===== src/rtl/core/pnp_pkg.sv =====
// ---------------------------------------------------------------------------
// pnp_pkg: shared definitions of the port number pool
// Action and status codes, register indexes, controller states and the
// result record passed to the output buffer.
// ---------------------------------------------------------------------------
package pnp_pkg;

  // Action codes carried on the input channel
  localparam logic [1:0] ACT_INIT      = 2'd0;
  localparam logic [1:0] ACT_TAKE_ANY  = 2'd1;
  localparam logic [1:0] ACT_TAKE_SPEC = 2'd2;
  localparam logic [1:0] ACT_GIVE      = 2'd3;

  // Status codes carried on the result channel
  localparam logic [1:0] ST_OK        = 2'd0;
  localparam logic [1:0] ST_EXHAUSTED = 2'd1;
  localparam logic [1:0] ST_NOT_FOUND = 2'd2;
  localparam logic [1:0] ST_FULL      = 2'd3;

  // Configuration register indexes
  localparam logic [1:0] REG_RANGE_LOW  = 2'd0;
  localparam logic [1:0] REG_RANGE_HIGH = 2'd1;
  localparam logic [1:0] REG_RANGE_STEP = 2'd2;

  // Controller states
  typedef enum logic [1:0] {
    S_IDLE,
    S_FILL,
    S_TAKE,
    S_SRCH
  } state_t;

  // One result item
  typedef struct packed {
    logic [1:0]  status;
    logic [15:0] port;
  } result_t;

endpackage


===== src/rtl/core/pnp_ifs.sv =====


interface pnp_out_if;
  logic        valid;
  logic        ready;
  logic [1:0]  status;
  logic [15:0] port;

  modport source (output valid, output status, output port, input ready);
  modport sink   (input valid, input status, input port, output ready);
endinterface


===== src/rtl/core/pnp_result_buf.sv =====
// ---------------------------------------------------------------------------
// pnp_result_buf: result output register with one skid entry
// Holds a finished result while the consumer stalls, so the controller can
// take and finish one further request in the meantime.
// ---------------------------------------------------------------------------
module pnp_result_buf (
  input  logic             clk,
  input  logic             rst_n,
  input  logic             res_valid,
  input  pnp_pkg::result_t res,
  output logic             skid_full,
  pnp_out_if.source        out_ch
);

  logic             out_v_r, out_v_nxt;
  pnp_pkg::result_t out_r, out_nxt;
  logic             skid_v_r, skid_v_nxt;
  pnp_pkg::result_t skid_r, skid_nxt;
  logic             out_free;

  assign out_free = !out_v_r || out_ch.ready;

  // Advance the output register, refill from the skid entry first
  always_comb begin
    out_v_nxt  = out_v_r;
    out_nxt    = out_r;
    skid_v_nxt = skid_v_r;
    skid_nxt   = skid_r;
    if (out_free) begin
      if (skid_v_r) begin
        out_v_nxt  = 1'b1;
        out_nxt    = skid_r;
        skid_v_nxt = res_valid;
        skid_nxt   = res;
      end else begin
        out_v_nxt = res_valid;
        out_nxt   = res;
      end
    end else if (res_valid) begin
      skid_v_nxt = 1'b1;
      skid_nxt   = res;
    end
  end

  always_ff @(posedge clk) begin
    if (!rst_n) begin
      out_v_r  <= 1'b0;
      skid_v_r <= 1'b0;
    end else begin
      out_v_r  <= out_v_nxt;
      skid_v_r <= skid_v_nxt;
    end
  end

  // Payload needs no reset
  always_ff @(posedge clk) begin
    out_r  <= out_nxt;
    skid_r <= skid_nxt;
  end

  assign skid_full     = skid_v_r;
  assign out_ch.valid  = out_v_r;
  assign out_ch.status = out_r.status;
  assign out_ch.port   = out_r.port;

endmodule


===== src/flat_wrapper.sv =====
// flat-port wrapper written by rule: the top's interface ports become plain ports
module pnp_result_buf_flat 
  (clk, rst_n, res_valid, res, skid_full, out_ch_valid, out_ch_status, out_ch_port, out_ch_ready);
  pnp_out_if out_ch_i ();
  input  logic clk;
  input  logic rst_n;
  input  logic res_valid;
  input  pnp_pkg::result_t res;
  output logic skid_full;
  output wire logic [$bits(out_ch_i.valid)-1:0] out_ch_valid;
  output wire logic [$bits(out_ch_i.status)-1:0] out_ch_status;
  output wire logic [$bits(out_ch_i.port)-1:0] out_ch_port;
  input wire logic [$bits(out_ch_i.ready)-1:0] out_ch_ready;
  assign out_ch_valid = out_ch_i.valid;
  assign out_ch_status = out_ch_i.status;
  assign out_ch_port = out_ch_i.port;
  assign out_ch_i.ready = out_ch_ready;
  pnp_result_buf u_core (.clk(clk), .rst_n(rst_n), .res_valid(res_valid), .res(res), .skid_full(skid_full), .out_ch(out_ch_i));
endmodule

===== config.mk =====
export PLATFORM = sky130hd
export DESIGN_NAME = pnp_result_buf_flat
export DESIGN_NICKNAME = d
export VERILOG_FILES = /design/src/rtl/core/pnp_pkg.sv /design/src/rtl/core/pnp_ifs.sv /design/src/rtl/core/pnp_result_buf.sv /design/src/flat_wrapper.sv
export SDC_FILE = /design/constraint.sdc
export NUM_CORES = 1
export LEC_CHECK = 0
export BUFFER_PORTS_ARGS = -buffer_cell sky130_fd_sc_hd__buf_2
export CAP_MARGIN = 10
export CELL_PAD_IN_SITES_DETAIL_PLACEMENT = 0
export CELL_PAD_IN_SITES_GLOBAL_PLACEMENT = 1
export CORE_MARGIN = 1.5
export CORE_UTILIZATION = 45
export DETAILED_ROUTE_END_ITERATION = 12
export PLACE_DENSITY_LB_ADDON = 0.1
export SETUP_SLACK_MARGIN = 0.1
export SYNTH_ARGS = -nofsm -noshare
export SYNTH_HDL_FRONTEND = slang
export SYNTH_SLANG_ARGS = --single-unit

===== constraint.sdc =====
create_clock -name clk -period 3.75 [get_ports clk]
set_input_delay 0.5625 -clock clk [delete_from_list [all_inputs] [get_ports clk]]
set_output_delay 0.5625 -clock clk [all_outputs]
set_load 0.01 [all_outputs]

=== After elaboration in Yosys (flattened, before gate mapping) ===
Index checks and enable logic that the tools add are counted.

* Latch bits: 0
* Memories kept: 0
* Input bits: 22
* Bits in read-only memories: 0
* Memory bits (writable): 0
* Output and inout bits: 20
* Logic and storage cells: 19
* Register bits: 38

* Reductions and logical operators: 4
* $add $sub $neg: 0
* Equality and inequality tests: 1
* Mux-type cells: 8
* Div/mod/pow operators: 0
* Multiply operators: 0
* Bitwise gates (word level): 0
* Shifts and indexed selects: 0
* Magnitude comparators: 0

{| class="wikitable"
|+ Operators by type and width
! cell !! number
|-
| 18-bit two-way mux || 4
|-
| 1-bit two-way mux || 4
|-
| 2-bit by 1-bit != test with 1-bit output, second input constant || 1
|-
| 2-bit AND reduction || 1
|-
| 2-bit nonzero test || 1
|-
| 1-bit zero test || 1
|-
| 1-bit logical OR || 1
|}

=== Logic depth before layout (Yosys ltp) ===
Gate-level depths: netlist of the first run.

* Depth after elaboration: 4
* Gate-level depth with buffers: 4
* Depth with buffers taken out: 4

=== Least setup slack after synthesis of the first run ===
Ideal clock, no wire load.

* Path kind: input to register
* From: in out_ch_ready
* To: reg u_core.skid_r[0] (netlist bit) (enable)
* Buffers on the path: 0
* Arrival: 1,688 ps
* Stages on the path: 4
* Library setup time: 375 ps
* Path slack: 1,687 ps
* Data required time: 3,375 ps
* Cell sequence: and2b_1 -> inv_1 -> nand2_1 -> nand2_1

* Longest elaborated chain between the ends: 3
* Elaborated cells between the ends (all ways): 4
* Those cells by class: 1 x eq/ne; 3 x reduce/logical

{| class="wikitable"
|+ Ends and longest elaborated chain
! item !! line !! RTL
|-
| start, declared || flat_wrapper.sv:13 || <nowiki>input wire logic [$bits(out_ch_i.ready)-1:0] out_ch_ready;</nowiki>
|-
| 1-bit logical OR (*) || pnp_result_buf.sv:21 || <nowiki>assign out_free = !out_v_r || out_ch.ready;</nowiki>
|-
| via u_core.out_free || pnp_result_buf.sv:19 || <nowiki>logic out_free;</nowiki>
|-
| 2-bit by 1-bit != test with 1-bit output (no line) / 2-bit nonzero test (equally long branches) || -- ||
|-
| 2-bit AND reduction (no line) (*) || -- ||
|-
| end signal, assigned || pnp_result_buf.sv:58 || <nowiki>skid_r <= skid_nxt;</nowiki>
|-
| end, declared || pnp_result_buf.sv:18 || <nowiki>pnp_pkg::result_t skid_r, skid_nxt;</nowiki>
|}

The timed path passes the listed nets; every way through them passes the cells marked *.
A chain may end at the register's enable or synchronous reset.

=== Worst setup path in the final report of the first run ===
* From: reg u_core.out_v_r (netlist: u_core.out_ch.valid)
* To: reg u_core.skid_r[15] (netlist bit) (enable)

* Longest elaborated chain between the ends: 4
* Elaborated cells between the ends (all ways): 5
* Those cells by class: 1 x eq/ne; 4 x reduce/logical

{| class="wikitable"
|+ Ends and longest elaborated chain
! item !! line !! RTL
|-
| start, declared || pnp_result_buf.sv:15 || <nowiki>logic out_v_r, out_v_nxt;</nowiki>
|-
| start signal, assigned || pnp_result_buf.sv:50 || <nowiki>out_v_r <= out_v_nxt;</nowiki>
|-
| 1-bit zero test (*) || pnp_result_buf.sv:21 ||
|-
| 1-bit logical OR (*) || pnp_result_buf.sv:21 ||
|-
| via u_core.out_free || pnp_result_buf.sv:19 ||
|-
| 2-bit by 1-bit != test with 1-bit output (no line) / 2-bit nonzero test (equally long branches) || -- ||
|-
| 2-bit AND reduction (no line) (*) || -- ||
|}

Marks and branches as above.

==> results of run 1 <==
## critical path: cells and delay by family, from the launching register on
kind	cells	cell delay, ns
AND/OR/NAND/NOR	3	0.83
flip-flops	1	0.32
buffers and inverters	2	0.31
## state kept, by name, indices dropped and copies added, names as in the netlist
| name | cells |
|---|---|
| u_core.skid_r | 18 |
| u_core.out_ch.port | 16 |
| u_core.out_ch.status | 2 |
| u_core.out_ch.valid | 1 |
| u_core.skid_full | 1 |
## routing by layer
layer | vias to the layer above | share of wire | global-route usage
met2 | 27 | 0.48 | 0.1941
li1 | 350 | - | -
met5 | - | 0 | 0
met3 | 5 | 0.054 | 0.04545
met1 | 310 | 0.45 | 0.1537
met4 | 0 | 0.021 | 0.07619
## through the flow
stage	instance area, um^2	cells	hold slack (ns)	utilization
2_1_floorplan	1461	66	0.5232	-
3_3_place_gp	1714	151	0.5295	0.5569
3_5_place_dp	1714	151	0.5342	0.5569
4_1_cts	1755	157	0.4015	0.5703
5_1_grt	1755	157	0.4003	0.5703
6_report	1755	157	0.4184	0.5703
## power by group through the flow
stage	Sequential [mW]	Combinational [mW]	Clock (mW)
3_5_place_dp	0.510	0.0756	0
6_report	0.500	0.0737	0.179
4_1_cts	0.500	0.0755	0.186
5_1_grt	0.503	0.0809	0.201
3_3_place_gp	0.509	0.0743	0
2_1_floorplan	0.519	0.0317	0
## Yosys cell counts, drive strengths merged
master	count	area share
a21boi	1	0.0077
o31a	1	0.0060
nand2	3	0.0077
inv	1	0.0026
and2b	1	0.0051
o21ai	1	0.0060
edfxtp	36	0.74
mux2	18	0.18
buf	2	0.015
dfxtp	2	0.027
## cell usage in the layout, fill, tap and decap left out, drive strengths merged
| master | count |
|---|---|
| dfxtp | 2 |
| buf | 43 |
| mux2 | 18 |
| and2b | 1 |
| nand2 | 3 |
| clkbuf | 5 |
| a21boi | 1 |
| inv | 1 |
| o21ai | 1 |
| o31a | 1 |
| clkinv | 1 |
| edfxtp | 36 |
## kinds of logic (layout without fill, tap and decap cells)
logic type             Yosys count  after routing  share of synthesized area
multiplexers                    18             18                     0.1824
AO/OA/AOI/OAI                    3              3                    0.01969
AND/OR/NAND/NOR                  4              4                    0.01284
flip-flops                      38             38                     0.7671
buffers and inverters            3             50                    0.01798
## area by class of cell
cell class / instances / share of cell area
Sequential cell: 38 / 0.6386
Multi-Input combinational cell: 25 / 0.1789
Timing Repair Buffer: 43 / 0.1254
Tap cell: 44 / 0.03136
Clock buffer: 5 / 0.02138
Clock inverter: 1 / 0.002138
Inverter: 1 / 0.002138
## how the worst max path moves through the flow
| stage | startpoint | endpoint | slack, ns |
|---|---|---|---|
| 2_1_floorplan | out_ch_ready | u_core.skid_r[0]$_DFFE_PP_ | 1.69 |
| 3_3_place_gp | out_ch_ready | u_core.skid_r[13]$_DFFE_PP_ | 1.56 |
| 3_5_place_dp | out_ch_ready | u_core.skid_r[3]$_DFFE_PP_ | 1.53 |
| 6_report | u_core.out_ch.valid$_SDFFE_PN0P_ | u_core.skid_r[15]$_DFFE_PP_ | 1.92 |
| 4_1_cts | u_core.out_ch.valid$_SDFFE_PN0P_ | u_core.skid_r[15]$_DFFE_PP_ | 1.88 |
| 5_1_grt | u_core.out_ch.valid$_SDFFE_PN0P_ | u_core.skid_r[15]$_DFFE_PP_ | 1.74 |
==> impl_metrics.tcl, run 1 <==
set metrics [dict create \
    slew_violations 0 \
    final_hold_viol_count 0 \
    power.density_nw_per_um2 428.7 \
    worst_setup_path_end_kind "flip-flop" \
    setup_ws_ns 1.921 \
    hold_depth 1 \
    p_total_mw 0.7526 \
    io_pins 42 \
    die_w_um 59.99 \
    peakVddDrop_uv 219.1 \
    syn_inst 66 \
    die_h_um 59.99 \
    min_from "res[2]" \
    grt_pass1_vias 673 \
    regToRegSetupSlack_ns 1.92 \
    ys_ff_latch 38 \
    required_ns 3.72 \
    synthesis.nets 88 \
    fmax_ghz 0.5468 \
    portBuffers 41 \
    ant_nets 0 \
    setup_violations 0 \
    coreArea_um2 3078 \
    clock-root-buffer "clkbuf_4" \
    fill_cells 263 \
    tns_ns 0 \
    cp.arrival_ns 1.80 \
    timing.final.crit_share 0.4877 \
    vias 692 \
    totalWireLength_um 1962 \
    pre_cts_ws_ns 1.529 \
    grt_pass1_wl_um 3105 \
    rows 20 \
    cts_tree "yes" \
    hp-class "input port to flip-flop" \
    yosysSeqAreaShare 0.7671 \
    crit_path_start_kind "flip-flop" \
    clock-skew-final_ns 0.002998 \
    grt_use_total 0.1271 \
    routedWlPerCell_um 12.50 \
    cts_buffer_depth 2 \
    crit_top_cell "nand2_1" \
    dr.pass1.iters 4 \
    min_to "u_core.skid_r[2]$_DFFE_PP_" \
    numCtsBuffers 5 \
    path_max_fanout 19 \
    status "completed" \
    drive_gt1_frac 0.6018 \
    switching_share 0.2074 \
    rsz0062_at_grt "false" \
    slew_headroom 0.5167 \
    syn_avg_cell_area_um2 22.14 \
    antenna_found_initial 0 \
    clock_power_share 0.238 \
    ctsResizeCount 0 \
    cts-hold-fix-buffers 0 \
    syn2layout_area_growth_pct 20.12 \
    netlist_area_um2 1461 \
    r2r-start "u_core.out_ch.valid$_SDFFE_PN0P_" \
    min_period_ns 1.829 \
    cts_setup_buffers 0 \
    ys_warn_count 0 \
    seqPwrFrac 0.664 \
    critPathMaxStageDelay_ns 0.55 \
    n_antenna_cell 0 \
    multi_input_comb_area_um2 314.1 \
    ys_types 11 \
    initial_core_util 0.4748 \
    critPathKind "flip-flop to flip-flop" \
    route.detailed.drc 0 \
    comb_power_share 0.098 \
    grt_overflow_total 0 \
    drt_iter0_markers 8 \
    clk_pin_slew_ns 0.10 \
    max-cap-violations 0 \
    cp_cell_sequence "and2b_1 > inv_1 > buf_4 > nand2_1 > nand2_1" \
    p_sw_mw 0.1561 \
    dieArea_um2 3598 \
    dp_hpwl_um 1358 \
    leakagePower_nw 0.7082 \
    insertion_delay_ns 0.33 \
    r2r_end "u_core.skid_r[15]$_DFFE_PP_" \
    layout.nets 136 \
    routed_via_density 4.408 \
    grt_max_degree 20 \
    worst_pin_slew_ns 0.7231 \
    regArea_um2 1121 \
    clock-sinks 38 \
    p_int_mw 0.5965 \
    htree_levels 2 \
    r2r_cells 5 \
    gp_congestion 0.6282 \
    critical_path.slowest_cell "nand2_1" \
]
Power figures use the tool's default switching activity.
==> inputs of run 2 (changes only) <==
- CORE_UTILIZATION: 45 -> 38
- clock period: 3.75 -> 1.65 ns (I/O delays scaled with it)
==> impl_metrics.tcl, run 2 (synthesis results as in run 1) <==
set metrics [dict create \
    status "completed" \
    numCtsBuffers 5 \
    vias 735 \
    r2r_cells 2 \
    coreArea_um2 3689 \
    clock-sinks 38 \
    die_w_um 65.02 \
    worst_setup_path_end_kind "flip-flop" \
    hp-class "input port to flip-flop" \
    cts-hold-fix-buffers 0 \
    required_ns 1.69 \
    cp_cell_sequence "buf_4 > mux2_2" \
    cts_buffer_depth 2 \
    cts_setup_buffers 0 \
    dieArea_um2 4227 \
    max-cap-violations 0 \
    largest_reg_flops 18 \
    regToRegSetupSlack_ns 0.36 \
    r2r-start "u_core.skid_full$_SDFFE_PN0P_" \
    drive_gt1_frac 0.6207 \
    setup_ws_ns 0.3593 \
    cts_tree "yes" \
    route.detailed.drc 0 \
    mostFrequentLayoutCells "buf_2 (41), edfxtp_1 (36), mux2_4 (17)" \
    timing.final.crit_share 0.7822 \
    mostFrequentLayoutCell "buf_2" \
    grt_pass1_wl_um 3532 \
    p_total_mw 1.907 \
    portBuffers 41 \
    grt_max_degree 19 \
    syn2layout_area_growth_pct 24.49 \
    power.density_nw_per_um2 1048 \
    seqPwrFrac 0.596 \
    switching_share 0.2118 \
    critPathMaxStageDelay_ns 0.43 \
    clock_power_share 0.313 \
    dp_hpwl_um 1514 \
    die_h_um 65.02 \
    slew_violations 0 \
    drt_iter0_markers 38 \
    cp.arrival_ns 1.33 \
    n_antenna_cell 0 \
    final_hold_viol_count 0 \
    final_util 0.4932 \
    peakVddDrop_uv 507.6 \
    grt_overflow_total 0 \
    io_pins 42 \
    antenna_found_initial 0 \
    comb_power_share 0.091 \
    crit_end "u_core.out_ch.port[15]$_DFFE_PP_" \
    r2r_end "u_core.out_ch.port[15]$_DFFE_PP_" \
    path_max_fanout 10 \
    layout.nets 137 \
    clock-root-buffer "clkbuf_8" \
    pre_cts_ws_ns 0.2947 \
    p_int_mw 1.503 \
    rsz0062_at_grt "false" \
    grt_pass1_vias 717 \
    clk_pin_slew_ns 0.07 \
    totalWireLength_um 2192 \
    routedWlPerCell_um 13.37 \
    hold_depth 1 \
    min_period_ns 1.291 \
    crit_start "u_core.skid_full$_SDFFE_PN0P_" \
    ant_nets 0 \
    initial_core_util 0.3962 \
    htree_levels 2 \
    ctsResizeCount 0 \
    setup_violations 0 \
    worst_pin_slew_ns 0.2468 \
    grt_use_total 0.1204 \
    crit_path_start_kind "flip-flop" \
    rows 22 \
    whs_ns 0.1461 \
    critPathKind "flip-flop to flip-flop" \
    insertion_delay_ns 0.29 \
    routed_via_density 4.482 \
    gp_congestion 0.5941 \
    clock-skew-final_ns 0.002946 \
    dr.pass1.iters 3 \
    fill_cells 328 \
    critical_path.slowest_cell "dfxtp_1" \
    tns_ns 0 \
    p_sw_mw 0.4037 \
    slew_headroom 0.8353 \
    regMostFlops "u_core.skid_r" \
    leakagePower_nw 0.7305 \
    fmax_ghz 0.7748 \
]
-- run 2: cell count changes in the layout (fill, tap and decap cells not counted) --
cell        delta
clkbuf_1       +1
clkbuf_4       -5
nand2_1        -1
inv_1          -1
clkinv_2       +1
buf_4          +1
nand2_4        +1
clkinvlp_4     +1
clkbuf_8       +5
-- run 2: stage by stage --
step / cell area [um^2] / std cells
after floorplan: 1473 / 66
after global placement: 1738 / 156
after detailed placement: 1738 / 156
after CTS: 1819 / 164
after global routing: 1819 / 164
final: 1819 / 164
-- run 2: power by group through the flow --
stage          clock network (mW)  registers (mW)  logic [mW]
6_report                    0.597            1.14       0.174
5_1_grt                     0.665            1.14       0.191
4_1_cts                     0.615            1.14       0.178
3_5_place_dp                    0            1.16       0.178
3_3_place_gp                    0            1.16       0.175
2_1_floorplan                   0            1.18      0.0746
-- run 2: critical path, delay by kind of cell (launching register included) --
family / cells / cell delay [ns]
buf+inv: 1 / 0.26
flops: 1 / 0.43
mux: 1 / 0.35
-- run 2: routing by layer --
metal	track usage	vias to the layer above	routed length (um)
met3	0.03472	5	116
met1	0.1384	353	942
met4	0.08594	0	52
met2	0.1920	25	1081
met5	0	-	0
li1	-	352	-
-- run 2: how the worst min path moves through the flow --
stage | endpoint | startpoint | slack [ns]
detailed placement | u_core.skid_r[7]$_DFFE_PP_ | res[7] | 0.44
global route | u_core.skid_r[7]$_DFFE_PP_ | res[7] | 0.13
finish | u_core.skid_r[7]$_DFFE_PP_ | res[7] | 0.15
floorplan | u_core.skid_r[0]$_DFFE_PP_ | res[0] | 0.35
CTS | u_core.skid_r[7]$_DFFE_PP_ | res[7] | 0.14
global placement | u_core.skid_r[3]$_DFFE_PP_ | res[3] | 0.44
-- run 2: area by class of cell --
class	instances	area, um^2	share of cell area
Timing Repair Buffer	44	227.7	0.1252
Multi-Input combinational cell	25	321.6	0.1768
Clock buffer	6	72.57	0.03989
Clock inverter	2	8.758	0.004814
Inverter	1	7.507	0.004127
Tap cell	48	60.06	0.03301
Sequential cell	38	1121	0.6162
==> inputs of run 3 (changes only) <==
- CORE_UTILIZATION: 38 -> 42
- clock period: 1.65 -> 1.2 ns (I/O delays scaled with it)
==> impl_metrics.tcl, run 3 (synthesis results as in run 1) <==
set metrics [dict create \
    clock-root-buffer "clkbuf_4" \
    p_int_mw 1.926 \
    timing.final.crit_share 0.9523 \
    final_hold_viol_count 0 \
    ant_nets 0 \
    grt_use_total 0.1344 \
    r2r-start "u_core.out_ch.valid$_SDFFE_PN0P_" \
    initial_core_util 0.4379 \
    status "completed" \
    dr.pass1.iters 3 \
    critPathKind "flip-flop to flip-flop" \
    min_period_ns 1.143 \
    cts_buffer_depth 2 \
    mostFrequentLayoutCell "buf_2" \
    power.density_nw_per_um2 1237 \
    insertion_delay_ns 0.33 \
    slew_violations 0 \
    rsz0062_at_grt "true" \
    tns_ns 0 \
    dieArea_um2 3842 \
    layout.nets 150 \
    switching_share 0.2178 \
    crit_start "u_core.out_ch.valid$_SDFFE_PN0P_" \
    r2r_cells 3 \
    die_w_um 61.99 \
    mostFrequentLayoutCells "buf_2 (38), edfxtp_1 (36), mux2_4 (18)" \
    clock-sinks 38 \
    htree_levels 2 \
    regToRegSetupSlack_ns 0.06 \
    clock-skew-final_ns 0.008086 \
    numCtsBuffers 5 \
    rows 21 \
    p_total_mw 2.462 \
    p_sw_mw 0.5363 \
    slew_headroom 0.8473 \
    die_h_um 61.99 \
    drt_iter0_markers 37 \
    comb_power_share 0.119 \
    path_max_fanout 11 \
    dp_hpwl_um 1504 \
    vias 793 \
    grt_pass1_vias 686 \
    fmax_ghz 0.8751 \
    totalWireLength_um 2328 \
    grt_pass1_wl_um 3381 \
    crit_end "u_core.out_ch.port[2]$_DFFE_PP_" \
    routedWlPerCell_um 13.30 \
    portBuffers 41 \
    hp-class "input port to flip-flop" \
    n_antenna_cell 0 \
    cp_cell_sequence "and2b_2 > clkinvlp_4 > buf_4" \
    io_pins 42 \
    required_ns 1.24 \
    syn2layout_area_growth_pct 36.22 \
    route.detailed.drc 0 \
    routed_via_density 4.531 \
    max-cap-violations 0 \
    cts_tree "yes" \
    clock_power_share 0.247 \
    largest_reg_flops 18 \
    clk_pin_slew_ns 0.11 \
    gp_congestion 0.6452 \
    setup_violations 0 \
    crit_path_start_kind "flip-flop" \
    dp.cells 156 \
    coreArea_um2 3337 \
    antenna_found_initial 0 \
    regMostFlops "u_core.skid_r" \
    critPathMaxStageDelay_ns 0.33 \
    worst_pin_slew_ns 0.2282 \
    hold_depth 1 \
    critical_path.slowest_cell "dfxtp_2" \
    drive_gt1_frac 0.6667 \
    final_cell_count_no_fill 175 \
    leakagePower_nw 0.8082 \
    cp.arrival_ns 1.18 \
    fill_cells 284 \
    grt_overflow_total 0 \
    seqPwrFrac 0.634 \
    peakVddDrop_uv 526.9 \
    r2r_end "u_core.out_ch.port[2]$_DFFE_PP_" \
    worst_setup_path_end_kind "flip-flop" \
    grt_max_degree 12 \
]
[run 3: what timing repair did]
action                     CTS  global route
hold endpoints to repair     0             4
gates resized for setup      6             4
buffers inserted             4             1
hold buffers                 0             4
gates cloned                 1             1
pin swaps                    1             1
setup endpoints to repair   48            61
[run 3: cell type report]
class                      count  area [um^2]  area share
clock buffer                   6        41.29     0.02074
clock inverter                 2        8.758    0.004400
inverter                       1        7.507    0.003771
multi-input combinational     26        365.4      0.1835
sequential                    38         1126      0.5657
tap                           46        57.56     0.02891
timing repair buffer          56        384.1      0.1930
[run 3: through the flow]
step | instance area, um^2 | hold WS, ns | utilization | setup WS [ns]
3_3_place_gp | 1773 | 0.3750 | 0.5313 | -0.004757
4_1_cts | 1898 | 0.01630 | 0.5688 | 0.04341
5_1_grt | 1991 | 0.003686 | 0.5966 | -0.001115
2_1_floorplan | 1503 | 0.2789 | - | -0.1736
3_5_place_dp | 1773 | 0.3765 | 0.5313 | -0.01958
6_report | 1991 | 0.03131 | 0.5966 | 0.05729
[run 3: layer usage]
layer  track usage  up-vias  wire [um]
li1              -      380          -
met1        0.1845      377       1045
met2        0.1801       30       1078
met3       0.05590        6        160
met4       0.07295        0         44
met5             0        -          0
[run 3: how the worst min path moves through the flow]
stage | from | to | slack [ns]
after CTS | res[8] | u_core.skid_r[8]$_DFFE_PP_ | 0.02
after global routing | res[14] | u_core.skid_r[14]$_DFFE_PP_ | 0.004
after floorplan | res[0] | u_core.skid_r[0]$_DFFE_PP_ | 0.28
after global placement | res[8] | u_core.skid_r[8]$_DFFE_PP_ | 0.38
final | res[14] | u_core.skid_r[14]$_DFFE_PP_ | 0.03
after detailed placement | res[8] | u_core.skid_r[8]$_DFFE_PP_ | 0.38
[run 3: power groups by stage]
| stage | logic, mW | clock network (mW) | registers, mW |
|---|---|---|---|
| 6_report | 0.292 | 0.609 | 1.56 |
| 5_1_grt | 0.318 | 0.705 | 1.57 |
| 4_1_cts | 0.273 | 0.641 | 1.56 |
| 3_5_place_dp | 0.245 | 0 | 1.60 |
| 3_3_place_gp | 0.240 | 0 | 1.60 |
| 2_1_floorplan | 0.110 | 0 | 1.62 |
[run 3: worst max-delay path, delay by kind of cell, from the launching register on]
family,cells,cell delay [ns]
flip-flops,1,0.33
buffers and inverters,2,0.30
AND/OR/NAND/NOR,1,0.22
